[src/sv/scfa_pkg.sv]
package scfa_pkg;

  localparam int unsigned MaxChunksDefault = 64;
  localparam int unsigned AddrBitsDefault  = 20;

  localparam int unsigned CmdBits   = 1;
  localparam int unsigned SizeBits  = 20;
  localparam int unsigned FaddrBits = 20;
  localparam int unsigned OutAddrW  = 20;
  localparam int unsigned GsizeBits = 10;
  localparam int unsigned StatBits  = 3;
  localparam int unsigned ClassBits = 3;
  localparam int unsigned LimitBits = 21;
  localparam int unsigned CfgIdxBits = 1;
  localparam int unsigned CfgDataBits = 21;

  localparam logic [CfgIdxBits-1:0] CfgFitStrategy = 1'd0;
  localparam logic [CfgIdxBits-1:0] CfgHeapLimit   = 1'd1;

  localparam logic [CmdBits-1:0] CmdAlloc = 1'b0;
  localparam logic [CmdBits-1:0] CmdFree  = 1'b1;

  localparam logic [StatBits-1:0] StReused  = 3'd0;
  localparam logic [StatBits-1:0] StNew     = 3'd1;
  localparam logic [StatBits-1:0] StOom     = 3'd2;
  localparam logic [StatBits-1:0] StFreed   = 3'd3;
  localparam logic [StatBits-1:0] StUnknown = 3'd4;

  localparam logic [LimitBits-1:0] HeapLimitReset = 21'd1048576;

  // classified request handed from the front to the back
  typedef struct packed {
    logic [CmdBits-1:0]   cmd;
    logic [ClassBits-1:0] cls;
    logic [FaddrBits-1:0] faddr;
  } req_t;

  // class code of a request size
  function automatic logic [ClassBits-1:0] class_of(input logic [SizeBits-1:0] sz);
    logic [ClassBits-1:0] c;
    if (sz < 20'd32) c = 3'd0;
    else if (sz < 20'd64) c = 3'd1;
    else if (sz < 20'd128) c = 3'd2;
    else if (sz < 20'd256) c = 3'd3;
    else c = 3'd4;
    return c;
  endfunction

  // bytes of a class code; codes above four mean 512
  function automatic logic [GsizeBits-1:0] class_size(input logic [ClassBits-1:0] c);
    logic [GsizeBits-1:0] s;
    case (c)
      3'd0: s = 10'd32;
      3'd1: s = 10'd64;
      3'd2: s = 10'd128;
      3'd3: s = 10'd256;
      default: s = 10'd512;
    endcase
    return s;
  endfunction

endpackage

[src/sv/scfa_front.sv]
// Accepts commands, classifies the size, and keeps a two-entry queue.
module scfa_front (
  input  logic                clk_i,
  input  logic                rst_ni,
  input  logic                in_valid_i,
  output logic                in_ready_o,
  input  logic [40:0]         in_data_i,
  output logic                q_valid_o,
  input  logic                q_ready_i,
  output scfa_pkg::req_t      q_data_o
);

  scfa_pkg::req_t  mem_q [2];
  logic            wr_q, rd_q, wr_d, rd_d;
  logic [1:0]      cnt_q, cnt_d;
  logic            push, pop;
  scfa_pkg::req_t  nreq;

  assign in_ready_o = (cnt_q != 2'd2);
  assign q_valid_o  = (cnt_q != 2'd0);
  assign q_data_o   = mem_q[rd_q];
  assign push = in_valid_i && in_ready_o;
  assign pop  = q_valid_o && q_ready_i;

  // classify the incoming transaction
  always_comb begin
    nreq.cmd   = in_data_i[0];
    nreq.cls   = scfa_pkg::class_of(in_data_i[20:1]);
    nreq.faddr = in_data_i[40:21];
  end

  always_comb begin
    wr_d  = push ? ~wr_q : wr_q;
    rd_d  = pop ? ~rd_q : rd_q;
    cnt_d = cnt_q + {1'b0, push} - {1'b0, pop};
  end

  always_ff @(posedge clk_i or negedge rst_ni) begin
    if (!rst_ni) begin
      wr_q <= 1'b0;
      rd_q <= 1'b0;
      cnt_q <= 2'd0;
    end else begin
      wr_q <= wr_d;
      rd_q <= rd_d;
      cnt_q <= cnt_d;
    end
  end

  always_ff @(posedge clk_i) begin
    if (push) mem_q[wr_q] <= nreq;
  end

  a_cnt_range: assert property (@(posedge clk_i) disable iff (!rst_ni) cnt_q != 2'd3)
    else $error("queue count overflow");
  a_full_noready: assert property (@(posedge clk_i) disable iff (!rst_ni)
    cnt_q == 2'd2 |-> !in_ready_o) else $error("ready while full");
  a_push_grow: assert property (@(posedge clk_i) disable iff (!rst_ni)
    push && !pop |=> cnt_q == $past(cnt_q) + 2'd1) else $error("push lost");

endmodule

[src/sv/scfa_back.sv]
// Scans the chunk table entry by entry (read, then evaluate) and produces the result.
module scfa_back #(
  parameter int unsigned MaxChunks = scfa_pkg::MaxChunksDefault,
  parameter int unsigned AddrBits  = scfa_pkg::AddrBitsDefault
) (
  input  logic                           clk_i,
  input  logic                           rst_ni,
  input  logic                           fit_i,
  input  logic [scfa_pkg::LimitBits-1:0] limit_i,
  input  logic                           q_valid_i,
  output logic                           q_ready_o,
  input  scfa_pkg::req_t                 q_data_i,
  output logic                           out_valid_o,
  input  logic                           out_ready_i,
  output logic [39:0]                    out_data_o
);

  localparam int unsigned IdxW = (MaxChunks > 1) ? $clog2(MaxChunks) : 1;
  localparam int unsigned CntW = $clog2(MaxChunks + 1);
  localparam int unsigned TopW = AddrBits + 1;
  localparam logic [CntW-1:0] CntMax = CntW'(MaxChunks);

  localparam logic [2:0] SIdle = 3'd0;
  localparam logic [2:0] SRead = 3'd1;
  localparam logic [2:0] SEval = 3'd2;
  localparam logic [2:0] SDone = 3'd3;
  localparam logic [2:0] SOut  = 3'd4;

  typedef struct packed {
    logic [AddrBits-1:0]           base;
    logic [scfa_pkg::ClassBits-1:0] cls;
  } ent_t;

  ent_t              tab_q [MaxChunks];
  logic              use_q [MaxChunks];
  ent_t              rd_ent_q;
  logic              rd_use_q;

  logic [2:0]        st_q, st_d;
  scfa_pkg::req_t    req_q;
  logic [IdxW-1:0]   idx_q, idx_d;
  logic [CntW-1:0]   cnt_q, cnt_d;
  logic [TopW-1:0]   top_q, top_d;
  logic              found_q, found_d;
  logic [IdxW-1:0]   pick_q, pick_d;
  logic [scfa_pkg::GsizeBits-1:0] best_q, best_d;
  logic [AddrBits-1:0] pbase_q, pbase_d;
  logic              fit_q;
  logic [AddrBits-1:0] oaddr_q, oaddr_d;
  logic [scfa_pkg::GsizeBits-1:0] osize_q, osize_d;
  logic [scfa_pkg::StatBits-1:0]  ostat_q, ostat_d;

  logic              last;
  logic [scfa_pkg::GsizeBits-1:0] esz, need;
  logic              hit;
  logic [TopW:0]     lim, sum;
  logic              tab_we, use_we, use_val;
  logic [IdxW-1:0]   use_idx;

  assign q_ready_o   = (st_q == SIdle);
  assign out_valid_o = (st_q == SOut);
  assign out_data_o  = {7'd0, ostat_q, osize_q, scfa_pkg::OutAddrW'(oaddr_q)};
  assign need = scfa_pkg::class_size(req_q.cls);
  assign esz  = scfa_pkg::class_size(rd_ent_q.cls);
  assign last = ({1'b0, idx_q} + 1'b1) >= (IdxW+1)'(cnt_q);

  // does the entry just read match the request
  always_comb begin
    if (req_q.cmd == scfa_pkg::CmdFree)
      hit = rd_use_q && (rd_ent_q.base == AddrBits'(req_q.faddr));
    else
      hit = !rd_use_q && (esz >= need) && (!fit_q || !found_q || esz < best_q);
  end

  always_comb begin
    lim = (TopW+1)'(limit_i);
    if (lim > (TopW+1)'(1) << AddrBits) lim = (TopW+1)'(1) << AddrBits;
    sum = {1'b0, top_q} + (TopW+1)'(need);
  end

  always_comb begin
    st_d = st_q; idx_d = idx_q; cnt_d = cnt_q; top_d = top_q;
    found_d = found_q; pick_d = pick_q; best_d = best_q; pbase_d = pbase_q;
    oaddr_d = oaddr_q; osize_d = osize_q; ostat_d = ostat_q;
    tab_we = 1'b0; use_we = 1'b0; use_val = 1'b0; use_idx = pick_q;
    unique case (st_q)
      SIdle: if (q_valid_i) begin
        idx_d = '0; found_d = 1'b0;
        st_d = (cnt_q == '0) ? SDone : SRead;
      end
      SRead: st_d = SEval;
      SEval: begin
        if (hit) begin
          found_d = 1'b1; pick_d = idx_q; best_d = esz; pbase_d = rd_ent_q.base;
        end
        if ((hit && (req_q.cmd == scfa_pkg::CmdFree || !fit_q)) || last) st_d = SDone;
        else begin
          idx_d = idx_q + 1'b1; st_d = SRead;
        end
      end
      SDone: begin
        oaddr_d = '0; osize_d = '0; st_d = SOut;
        if (req_q.cmd == scfa_pkg::CmdFree) begin
          ostat_d = found_q ? scfa_pkg::StFreed : scfa_pkg::StUnknown;
          use_we = found_q;
        end else if (found_q) begin
          ostat_d = scfa_pkg::StReused; oaddr_d = pbase_q;
          osize_d = best_q; use_we = 1'b1; use_val = 1'b1;
        end else if (cnt_q >= CntMax || sum > lim) begin
          ostat_d = scfa_pkg::StOom;
        end else begin
          ostat_d = scfa_pkg::StNew; oaddr_d = top_q[AddrBits-1:0]; osize_d = need;
          tab_we = 1'b1; use_we = 1'b1; use_val = 1'b1; use_idx = cnt_q[IdxW-1:0];
          cnt_d = cnt_q + 1'b1; top_d = sum[TopW-1:0];
        end
      end
      SOut: if (out_ready_i) st_d = SIdle;
      default: st_d = SIdle;
    endcase
  end

  always_ff @(posedge clk_i or negedge rst_ni) begin
    if (!rst_ni) begin
      st_q <= SIdle; cnt_q <= '0; top_q <= '0;
    end else begin
      st_q <= st_d; cnt_q <= cnt_d; top_q <= top_d;
    end
  end

  always_ff @(posedge clk_i) begin
    if (st_q == SIdle && q_valid_i) begin
      req_q <= q_data_i; fit_q <= fit_i;
    end
    idx_q <= idx_d; found_q <= found_d; pick_q <= pick_d; best_q <= best_d;
    pbase_q <= pbase_d; oaddr_q <= oaddr_d; osize_q <= osize_d; ostat_q <= ostat_d;
  end

  // chunk table, registered read
  always_ff @(posedge clk_i) begin
    if (tab_we) tab_q[cnt_q[IdxW-1:0]] <= '{base: top_q[AddrBits-1:0], cls: req_q.cls};
    rd_ent_q <= tab_q[idx_q];
  end

  always_ff @(posedge clk_i) begin
    if (use_we) use_q[use_idx] <= use_val;
    rd_use_q <= use_q[idx_q];
  end

  a_cnt_max: assert property (@(posedge clk_i) disable iff (!rst_ni) cnt_q <= CntMax)
    else $error("chunk count above table depth");
  a_new_grows: assert property (@(posedge clk_i) disable iff (!rst_ni)
    st_q == SDone && tab_we |=> cnt_q == $past(cnt_q) + 1'b1) else $error("count not bumped");
  a_out_hold: assert property (@(posedge clk_i) disable iff (!rst_ni)
    out_valid_o && !out_ready_i |=> out_valid_o && $stable(ostat_q)) else $error("result lost");

endmodule

[src/sv/size_class_fit_allocator.sv]
// Channel   Direction  Payload
// s_axis    in         tuser: command; tdata: request_size[19:0], free_address[39:20]
// m_axis    out        tdata: address[19:0], granted_size[29:20], status[32:30]
// cfg       in         0 fit_strategy, 1 heap_limit
//
// An item passes idle, then a read and an evaluate state per table entry scanned (up to
// the chunk count), then the done and output states of the back end.
// Reset clears counts, heap top and queue; the table needs no clearing.
// The front queue holds two commands while the back scans or its result waits.
module size_class_fit_allocator #(
  parameter int unsigned MaxChunks = scfa_pkg::MaxChunksDefault,
  parameter int unsigned AddrBits  = scfa_pkg::AddrBitsDefault
) (
  input  logic        clk_i,
  input  logic        rst_ni,
  input  logic        s_axis_tvalid,
  output logic        s_axis_tready,
  input  logic        s_axis_tuser,  // command
  input  logic [39:0] s_axis_tdata,  // request_size, free_address
  output logic        m_axis_tvalid,
  input  logic        m_axis_tready,
  output logic [39:0] m_axis_tdata,  // address, granted_size, status
  input  logic        cfg_we_i,
  input  logic [scfa_pkg::CfgIdxBits-1:0]  cfg_idx_i,
  input  logic [scfa_pkg::CfgDataBits-1:0] cfg_data_i
);

  logic                           fit_q;
  logic [scfa_pkg::LimitBits-1:0] limit_q;
  logic                           q_valid, q_ready;
  scfa_pkg::req_t                 q_data;

  // configuration registers
  always_ff @(posedge clk_i or negedge rst_ni) begin
    if (!rst_ni) begin
      fit_q <= 1'b0;
      limit_q <= scfa_pkg::HeapLimitReset;
    end else if (cfg_we_i) begin
      unique case (cfg_idx_i)
        scfa_pkg::CfgFitStrategy: fit_q <= cfg_data_i[0];
        scfa_pkg::CfgHeapLimit:   limit_q <= cfg_data_i;
        default: ;
      endcase
    end
  end

  scfa_front u_front (
    .clk_i, .rst_ni,
    .in_valid_i(s_axis_tvalid), .in_ready_o(s_axis_tready),
    .in_data_i({s_axis_tdata, s_axis_tuser}),
    .q_valid_o(q_valid), .q_ready_i(q_ready), .q_data_o(q_data)
  );

  scfa_back #(.MaxChunks(MaxChunks), .AddrBits(AddrBits)) u_back (
    .clk_i, .rst_ni, .fit_i(fit_q), .limit_i(limit_q),
    .q_valid_i(q_valid), .q_ready_o(q_ready), .q_data_i(q_data),
    .out_valid_o(m_axis_tvalid), .out_ready_i(m_axis_tready), .out_data_o(m_axis_tdata)
  );

endmodule

[config.mk]
export PLATFORM = sky130hd
export DESIGN_NAME = size_class_fit_allocator
export DESIGN_NICKNAME = d
export VERILOG_FILES = /design/src/sv/scfa_pkg.sv /design/src/sv/scfa_front.sv /design/src/sv/scfa_back.sv /design/src/sv/size_class_fit_allocator.sv
export SDC_FILE = /design/constraint.sdc
export NUM_CORES = 1
export LEC_CHECK = 0
export BUFFER_PORTS_ARGS = -buffer_cell sky130_fd_sc_hd__buf_4
export CAP_MARGIN = 20
export CORE_MARGIN = 4
export CORE_UTILIZATION = 45
export CTS_CLUSTER_DIAMETER = 50
export CTS_CLUSTER_SIZE = 30
export DETAILED_ROUTE_END_ITERATION = 8
export PLACE_DENSITY = 0.73
export SYNTH_ARGS = -nofsm -noshare
export SYNTH_HDL_FRONTEND = slang
export SYNTH_SLANG_ARGS = --single-unit
[constraint.sdc]
create_clock -name clk_i -period 7.6 [get_ports clk_i]
set_clock_uncertainty 0.1 [all_clocks]
set_input_delay 0.76 -clock clk_i [delete_from_list [all_inputs] [get_ports clk_i]]
set_output_delay 0.76 -clock clk_i [all_outputs]
set_load 0.05 [all_outputs]
# Word-level counts from Yosys, hierarchy flattened
# Memory sizes are Yosys's and may differ from the RTL's. A register that Yosys moved wholly into a read port is not among the register bits.
# Index checks and enable logic that the tools add are counted.
# Widths: inputs -> output; s select.
# op_classes
magnitude_cmp	10
n_eq_ne	16
add_sub_neg	6
bitwise	6
n_reduce_logical	27
n_mux	46
# ops
cell	count
$pmux 10 s4	2
$mux 20	2
$mux 6	6
$mux 3	9
$add 21x10->22	1
$gt 22x21->1	1
$gt 21x21->1 const B	1
$mux 21	1
$eq 20x20->1	1
$lt 20x6->1 const B	1
$lt 20x7->1 const B	1
$lt 20x8->1 const B	1
$lt 20x9->1 const B	1
$mux 10	2
$eq 3x2->1 const B	6
$mux 1	18
$pmux 3 s5	1
$pmux 6 s2	1
$ge 10x10->1	1
$lt 10x10->1	1
$eq 3x1->1 const B	3
$logic_not 3->1	3
$reduce_and 2->1	4
$add 6x1->7 const B	1
other kinds (19)	42
# totals
mem_count	3
input_bits	68
elab_cells	131
out_inout_bits	42
ram_bits	1584
regBits	134
# memory_table
name	depth	word_bits	read_ports	rd_clocked_by_memory_dff	write_ports	line	rtl
u_back.tab_q	64	23	1	1	1	scfa_back.sv:34	ent_t tab_q [MaxChunks];
u_back.use_q	64	1	1	1	1	scfa_back.sv:35	logic use_q [MaxChunks];
u_front.mem_q	2	24	1	1	1	scfa_front.sv:13	scfa_pkg::req_t mem_q [2];

# Depth between registers and ports, before layout
# Gate-level depths: netlist (run 1).
# logic_depth
depth_word	11
depth_mapped	21
depth_no_buf	19

# By module
# Synthesis (run 1) repeated with hierarchy kept, for this count alone.
# unflattened
hier_cells	2623
hier_area_um2	55888.6
# modules_own_cells
module	cells_per_inst	area_each_um2	n_inst	seq_area_each_um2
scfa_back	2473	52999.6	1	39978.3
scfa_front	102	1979.4	1	1541.5
size_class_fit_allocator	48	909.6	1	551.8

# Least setup slack after synthesis (run 1)
# OpenSTA, ideal clock, no wires.
# synth_timing
path_type	register to register
startpoint	register u_back.req_q[21] (netlist name)
endpoint	memory u_back.use_q[0] (data pin)
period_less_slack_ps	8100
path_slack_ps	-500
path_buffers	2
setup_ps	681
t_required_ps	6819
stages_incl_launch_ff	21
t_arrival_ps	7319
cell_sequence	edfxtp_1 nor3_1 ha_1 fa_1 a211o_1 a21oi_1 nor2_1 and2_1 and3_1 nand3_1 xnor2_1 ha_1 nand3_1 nor2_1 nand4_1 a221o_1 buf_2 nor2_2 buf_2 nor2_1 nor3_1
# synth_between
elab_chain_cells	9
word_cells_on_any_way	12
classes_between	add/sub (1); order compare (1); eq/ne (3); mux (5); reduce/logical (2)
# synth_lines
item	line	rtl
$eq 3x2->1 (tied with other cells)	scfa_pkg.sv:52	case (c)
$pmux 10 s4 *	scfa_pkg.sv:52	
$add 21x10->22 *	scfa_back.sv:78	sum = {1'b0, top_q} + (TopW+1)'(need);
named net u_back.sum[19]	scfa_back.sv:56	logic [TopW:0] lim, sum;
$gt 22x21->1 *	scfa_back.sv:109	end else if (cnt_q >= CntMax || sum > lim) begin
$logic_or 1x1->1 *	scfa_back.sv:109	
$mux 1 *	scfa_back.sv:109	
$mux 1 *	scfa_back.sv:106	end else if (found_q) begin
$mux 1 *	scfa_back.sv:103	if (req_q.cmd == scfa_pkg::CmdFree) begin
$mux 1 *	scfa_back.sv:86	unique case (st_q)
named net u_back.use_val	scfa_back.sv:57	logic tab_we, use_we, use_val;
end, declared	scfa_back.sv:35	
# The timed path passes the listed nets; every way through them passes the cells marked *.

# Final worst setup path (run 1)
# layout_timing
startpoint	register u_back.req_q[21] (netlist name)
endpoint	memory u_back.tab_q[44][21] in the netlist's numbering (enable)
# layout_between
elab_chain_cells	11
word_cells_on_any_way	14
classes_between	add/sub (1); order compare (1); eq/ne (3); mux (7); reduce/logical (2)
# layout_lines
item	line	rtl
$eq 3x2->1 (tied with other cells)	scfa_pkg.sv:52	
$pmux 10 s4 *	scfa_pkg.sv:52	
$add 21x10->22 *	scfa_back.sv:78	
named net u_back.sum[19]	scfa_back.sv:56	
$gt 22x21->1 *	scfa_back.sv:109	
$logic_or 1x1->1 *	scfa_back.sv:109	
$mux 1 *	scfa_back.sv:109	
$mux 1 *	scfa_back.sv:106	
$mux 1 *	scfa_back.sv:103	
$mux 1 *	scfa_back.sv:86	
$mux 1 *	scfa_back.sv:140	if (tab_we) tab_q[cnt_q[IdxW-1:0]] <= '{base: top_q[AddrBits-1:0], cls: req_q.cls};
$mux 1 (not written as such) *	scfa_back.sv:140	
end, declared	scfa_back.sv:34	
# Marks and branches as above.

==> results.cfg, run 1 <==
[pwr]
p_leak_nw = 20.2
seqPwrFrac = 0.432
power_mw = 22.2
switching_share = 0.307
power_frac_clock = 0.284
internal_power_mw = 15.4
p_per_area_nw_per_um2 = 350
switchingPower_mw = 6.81
vdd_drop_max_v = 0.000339
combPwrFrac = 0.283

[clocking]
cts_resized = 0
cts_tree = done
cts.sinks = 1416
path_clk_slew_ns = 0.08
clk_latency_ns = 0.72
ctsHtreeMaxLevel = 3
clockBufferDepth = 3
cts_made_buffers = 116
cts_root_buf = clkbuf_16

[grt]
antenna_found_initial = 11
grt_busiest_layer = met2
grtUsageMet3 = 0.0371
met1_usage = 0.276
use_met2 = 0.315
overflow = 0
grt_pass1_wl_mm = 187
grt_max_degree = 157
grt_usage = 0.194
grt_pass1_vias = 27700

[worst_setup_path]
critPathSlowestCell = nand3_1
r2r_slack_ns = 0.81
path_cells = buf_4 -> nor3_1 -> ha_1 -> fa_1 -> a211o_1 -> a21oi_1 -> nor2_1 -> and2_1 -> and3_1 -> nand3_1 -> xnor2_1 -> ha_1 -> nand4_1 -> and3_1 -> o21ai_0 -> a221o_1 -> nor4_4 -> nand3_1 -> nor2_2 -> buf_4
slowest_delay_ns = 0.85
cp-start-kind = flop
cp.arrival_ns = 7.05
end_kind = flop
cp_max_fo = 34
criticalPathCategory = reg -> reg
crit_required_ns = 7.86

[yosys]
synth_compound_area_frac = 0.00994
ys.flop_type = edfxtp_1
yosysMostFrequentCell = edfxtp_1
synth-adder-area-share = 0.00972
synthTopCellsByCount = 1345 x edfxtp_1, 399 x mux4_2, 177 x nor2_1, 90 x clkbuf_1, 65 x nand2_1
synth_top_area_share = 0.719
netlist_top_cells_area = edfxtp_1 72%, mux4_2 16%, dfrtp_1 2.3%, nor2_1 1.2%, mux2_2 1.0%
syn_area_um2 = 56100
synth_top_family_by_area = multiplexers
async_flop_share = 0.0367
ys_warn_count = 0
synth_simple_gate_area_frac = 0.0344
synth-xor-area-share = 0.00811
synth_edf_count = 1345
synth_seq_cells = 1416
synthCells = 2665
yosysTopAreaCell = edfxtp_1
synth.avg_cell_area_um2 = 21.1
ys_types = 56
yosysSeqAreaShare = 0.749
synthMuxAreaShare = 0.174

[floorplan]
die-area_um2 = 130000
die_w_um = 361
rows = 129
core_um2 = 124000
ioPinCount = 110
die_y_um = 361
initial_core_util = 0.454

[sta]
fin_crit_sh = 0.893
worst_pin_slew_ns = 1.12
clock.fmax_mhz = 147
tns_ns = 0
fin_crit_ns = 6.79
final-max-slew-violation-count = 0
timing.final.ws_setup_ns = 0.812
hold_viol = 0
setup_viol_count_final = 0
relSlewSlack = 0.255
rsz0062_at_grt = no

[detailed_routing]
wl_per_cell_um = 27.8
ant_nets = 0
drt-total-wl_mm = 128
viasPerCell = 5.99
drt_pass1_iterations = 6
drc = 0
routed-via-count = 27500
drt_iter0_markers = 3562

[final_layout]
drive_above_1_share = 0.319
fin_area_um2 = 63400
areaGrowthSynthToFinish_pct = 13.0
nets = 2962
finalNonFillerCells = 4591

[place]
portBuffers = 87
place_ws_ns = 0.966
place.gp.congestion = 0.846
place_inst = 4367
place_hpwl_mm = 75.6
place_area_um2 = 59300

[outcome]
status = completed

[min_path]
hold_path_class = in -> reg

[flow_run]
max-cap-violations = 0
-- critical path: cells and delay by family (launching register included) --
kind / cells / cell delay (ns)
AO/OA/AOI/OAI: 4 / 1.24
AND/OR/NAND/NOR: 10 / 2.74
buffers and inverters: 2 / 0.73
flip-flops: 1 / 0.41
adder cells (fa/ha/maj): 3 / 1.08
XOR/XNOR: 1 / 0.08
-- cells by family (layout without fill, tap and decap cells) --
group | Yosys count | in the layout
simple gates | 400 | 400
other cells | 1 | 20
flops | 1416 | 1416
mux | 471 | 471
buf+inv | 188 | 458
compound gates | 94 | 94
fa+ha+maj | 43 | 43
xor+xnor | 52 | 52
-- power groups by stage --
stage | clock [mW] | sequential, mW | combinational [mW]
after CTS | 6.39 | 9.61 | 6.28
after floorplan | 0 | 9.98 | 3.88
after global placement | 0 | 9.76 | 6.08
after global routing | 6.72 | 9.62 | 6.65
after detailed placement | 0 | 9.78 | 6.24
final | 6.30 | 9.59 | 6.28
-- per-layer routing --
layer  vias up  routed length (um)
li1      11300                   -
met1     14500               50200
met2      1473               62500
met3       173               12100
met4         2                2930
met5         -                  13
-- sequential cells by signal, summed over array words and instances, names as in the netlist, 5 cells and up --
| register | cells |
|---|---|
| u_back.pbase_q | 15 |
| u_back.oaddr_q | 15 |
| limit_q | 21 |
| u_back.tab_q | 1152 |
| u_back.osize_q | 5 |
| u_back.best_q | 5 |
| u_back.use_q | 64 |
| u_back.top_q | 16 |
| u_back.req_q | 24 |
| u_back.cnt_q | 7 |
| u_front.mem_q | 48 |
| u_back.rd_ent_q | 18 |
| u_back.idx_q | 6 |
| u_back.pick_q | 6 |
-- stage by stage --
step | hold slack, ns | util
after floorplan | 0.319 | -
after global placement | 0.337 | 0.479
after detailed placement | 0.342 | 0.479
after CTS | 0.0842 | 0.512
after global routing | 0.0963 | 0.512
final | 0.131 | 0.513
-- cells in the final DEF, fill, tap and decap left out, types with 10 or more instances in the layout --
master      instances
edfxtp_1         1345
nand2_1            65
dfxtp_1            19
nand2b_1           10
xor2_1             22
clkbuf_16         118
inv_1              26
clkinvlp_4         10
xnor2_1            30
buf_4             202
clkinv_1           11
nor4_1             17
dfrtp_2            15
ha_1               42
nand3_1            36
nor2_2             47
nor2_1            131
inv_6              28
a21oi_1            58
mux2i_1            21
dfrtp_1            36
or3_1              14
nand3b_1           20
bufinv_16          13
nand4_1            21
mux4_2            399
clkinv_4           13
conb_1             17
mux2_2             51
-- layout make-up --
type	count	area (um2)
inverter	29	109
multi-input combinational	1077	13500
fill	9349	60400
clock inverter	93	1070
clock buffer	125	3000
sequential	1416	42100
antenna	3	7.51
timing repair buffer	211	1670
tap	1637	2050
-- worst paths after layout --
kind,depth (start not counted),from,endpoint
max,20,u_back.req_q[21],u_back.tab_q[44][21]
min,1,s_axis_tdata[37],u_front.mem_q[0][17]
max reg2reg,20,u_back.req_q[21],u_back.tab_q[44][21]
min reg2reg,0,u_back.rd_ent_q[18],u_back.pbase_q[15]
max in group asynchronous,2,rst_ni,u_back.top_q[8]
min in group asynchronous,2,rst_ni,u_back.top_q[20]
-- what timing repair did --
| action | in CTS | in global routing |
|---|---|---|
| setup buffers | 0 | 0 |
| hold buffers | 1 | 0 |
| endpoints found under the hold margin | 51 | 0 |
Note: power is estimated with default switching activity, not from simulation.
==> inputs of run 2 (changes only) <==
--- a/config.mk
+++ b/config.mk
@@ -13,6 +13,8 @@
 export CTS_CLUSTER_SIZE = 30
 export DETAILED_ROUTE_END_ITERATION = 8
 export PLACE_DENSITY = 0.73
+export SLEW_MARGIN = 10
 export SYNTH_ARGS = -nofsm -noshare
 export SYNTH_HDL_FRONTEND = slang
+export SYNTH_HIERARCHICAL = 1
 export SYNTH_SLANG_ARGS = --single-unit
==> run 2 against run 1 <==
Via count is 0.35% lower; setup slack gained 0.33 ns; wire length shrank 1.1%; critical path depth stayed put; die area is 0.45% lower; non-clock buffer count rose by 7; first-iteration DRC count is 3.5% higher; final area fell by 0.37%; sequential share of layout area is 0.25 points higher; utilization down 0.056 points; highest routed layer is now met4.
==> results.cfg, run 2 <==
[detailed_routing]
routed-via-count = 27400
drt_iter0_markers = 3688
drc = 0
wl_per_cell_um = 27.7
drt_pass1_iterations = 8
ant_nets = 0
drt-total-wl_mm = 126
viasPerCell = 6.01

[sta]
timing.final.ws_setup_ns = 1.14
rsz0062_at_grt = no
setup_viol_count_final = 0
hold_viol = 0
worst_pin_slew_ns = 1.08
relSlewSlack = 0.281
fin_crit_ns = 6.46
clock.fmax_mhz = 155
final-max-slew-violation-count = 0
fin_crit_sh = 0.850
tns_ns = 0

[pwr]
power_mw = 22.0
seqPwrFrac = 0.437
combPwrFrac = 0.281
power_frac_clock = 0.281
p_leak_nw = 20.2
switching_share = 0.316
switchingPower_mw = 6.96
p_per_area_nw_per_um2 = 348
internal_power_mw = 15.1
vdd_drop_max_v = 0.000298

[min_path]
hold_path_class = in -> reg

[final_layout]
areaGrowthSynthToFinish_pct = 13.1
drive_above_1_share = 0.321
n_fill_cell = 9300
final_common_cell = edfxtp_1
nets = 2935
n_antenna_cell = 0
fin_area_um2 = 63200
finalNonFillerCells = 4559
largest_reg_flops = 1152
layout_common_cells = 1345 x edfxtp_1, 380 x mux4_2, 210 x buf_4, 114 x clkbuf_16, 75 x nand2_1

[clocking]
path_clk_slew_ns = 0.08
cts.sinks = 1416
cts_made_buffers = 112
cts_root_buf = clkbuf_16
cts_tree = done
clockBufferDepth = 3
postCtsSetupRepairBufs = 0
ctsHtreeMaxLevel = 3
clk_latency_ns = 0.70
ctsHoldBuffers = 1
cts_resized = 0

[place]
portBuffers = 87
place_ws_ns = 1.26
place.gp.congestion = 0.846
place_hpwl_mm = 76.3
place_inst = 4345
place_area_um2 = 59200

[yosys]
yosysSeqAreaShare = 0.753
ys_types = 66
synth_seq_cells = 1416
synth_edf_count = 1345
syn_area_um2 = 55900
async_flop_share = 0.0367
synth_top_area_share = 0.723
ys_warn_count = 6
yosysMostFrequentCell = edfxtp_1
synthTopCellsByCount = 1345 x edfxtp_1, 380 x mux4_2, 105 x nor2_1, 75 x nand2_1, 71 x clkbuf_1
netlist_top_cells_area = edfxtp_1 72%, mux4_2 15%, dfrtp_1 2.3%, ha_1 0.94%, o22ai_1 0.72%
ys.flop_type = edfxtp_1
synth.avg_cell_area_um2 = 21.3
yosysTopAreaCell = edfxtp_1
synthCells = 2623

[grt]
antenna_found_initial = 2
grt_pass1_wl_mm = 187
overflow = 0
grt_max_degree = 109
grt_usage = 0.192
grt_pass1_vias = 27600

[floorplan]
initial_core_util = 0.453
die_w_um = 360
die_y_um = 360
core_um2 = 123000
ioPinCount = 110
die-area_um2 = 130000
rows = 129

[worst_setup_path]
crit_required_ns = 7.87
cp-start-kind = flop
end_kind = flop
cp.arrival_ns = 6.72
criticalPathCategory = reg -> reg
cp_max_fo = 34

[flow_run]
max-cap-violations = 0

[outcome]
status = completed
run 2: changes by cell type in the layout (fill, tap and decap cells not counted), moves of 18 or more:
cell | before | now
nor2_1 | 131 | 62
o22ai_1 | 0 | 64
a21oi_1 | 58 | 20
a22oi_1 | 1 | 38
mux2i_1 | 21 | 0
mux2_4 | 0 | 20
mux2_2 | 51 | 32
mux4_2 | 399 | 380
nor2b_1 | 2 | 20
run 2: power by group through the flow:
stage | Clock, mW | Combinational (mW) | Sequential (mW)
final | 6.19 | 6.19 | 9.63
after global routing | 6.64 | 6.54 | 9.66
after CTS | 6.29 | 6.21 | 9.63
after detailed placement | 0 | 6.18 | 9.81
after global placement | 0 | 6.01 | 9.79
after floorplan | 0 | 3.84 | 9.95
run 2: metal layers:
layer / up-vias / global-route usage / share of wire
li1: 11300 / - / -
met1: 14400 / 0.273 / 0.39
met2: 1470 / 0.308 / 0.49
met3: 202 / 0.0311 / 0.091
met4: 0 / 0.0652 / 0.034
met5: - / 0 / 0
run 2: cells by family (layout without fill, tap and decap cells):
family          count (synthesis)  count (layout)  synth area share
xor+xnor                       53              53           0.00831
fa+ha+maj                      43              43           0.00976
other cells                     1              17         0.0000671
mux                           432             432             0.165
flops                        1416            1416             0.753
compound gates                177             177            0.0220
buf+inv                       173             456            0.0134
simple gates                  328             328            0.0288
run 2: critical path, stage by stage, from the launching register on:
cell	delay (ns)
edfxtp_1	0.37
buf_4	0.36
inv_1	0.09
or3_1	0.39
inv_1	0.09
ha_1	0.18
a21oi_1	0.09
nand4b_1	0.24
a21boi_0	0.69
and2_1	0.32
nand3_1	0.15
xnor2_1	0.21
ha_1	0.34
nand4_1	0.11
nor4b_1	0.29
and4_1	0.37
o21ai_1	0.09
buf_4	0.25
or4_1	0.81
nor2_2	0.24
buf_4	0.32
run 2: per-stage QoR:
stage / utilization / hold slack (ns)
global placement: 0.479 / 0.358
finish: 0.512 / 0.137
global route: 0.512 / 0.111
floorplan: - / 0.319
detailed placement: 0.479 / 0.370
CTS: 0.512 / 0.106
run 2: worst paths after layout:
| path | startpoint | end | cells past startpoint | slack (ns) |
|---|---|---|---|---|
| worst min register to register | u_back/rd_ent_q[12] | u_back/pbase_q[9] | 0 | 0.38 |
| worst max register to register | u_back/req_q[21] | u_back/tab_q[38][14] | 20 | 1.14 |
| worst max-delay path | u_back/req_q[21] | u_back/tab_q[38][14] | 20 | 1.14 |
| worst min-delay path | s_axis_tdata[21] | u_front/mem_q[0][1] | 1 | 0.14 |
| min in group asynchronous | rst_ni | limit_q[1] | 2 | 0.56 |
| max in group asynchronous | rst_ni | u_back/top_q[15] | 2 | 6.31 |
run 2: final cells by class:
| type | instances | area [um2] | share of cell area |
|---|---|---|---|
| multi-input cells | 1050 | 13300 | 0.210 |
| inverters | 26 | 97.6 | 0.00154 |
| flip-flops and latches | 1416 | 42100 | 0.666 |
| well taps | 1637 | 2050 | 0.0324 |
| repair buffers | 218 | 1720 | 0.0273 |
| clock buffers | 119 | 2870 | 0.0454 |
| clock inverters | 93 | 1120 | 0.0178 |
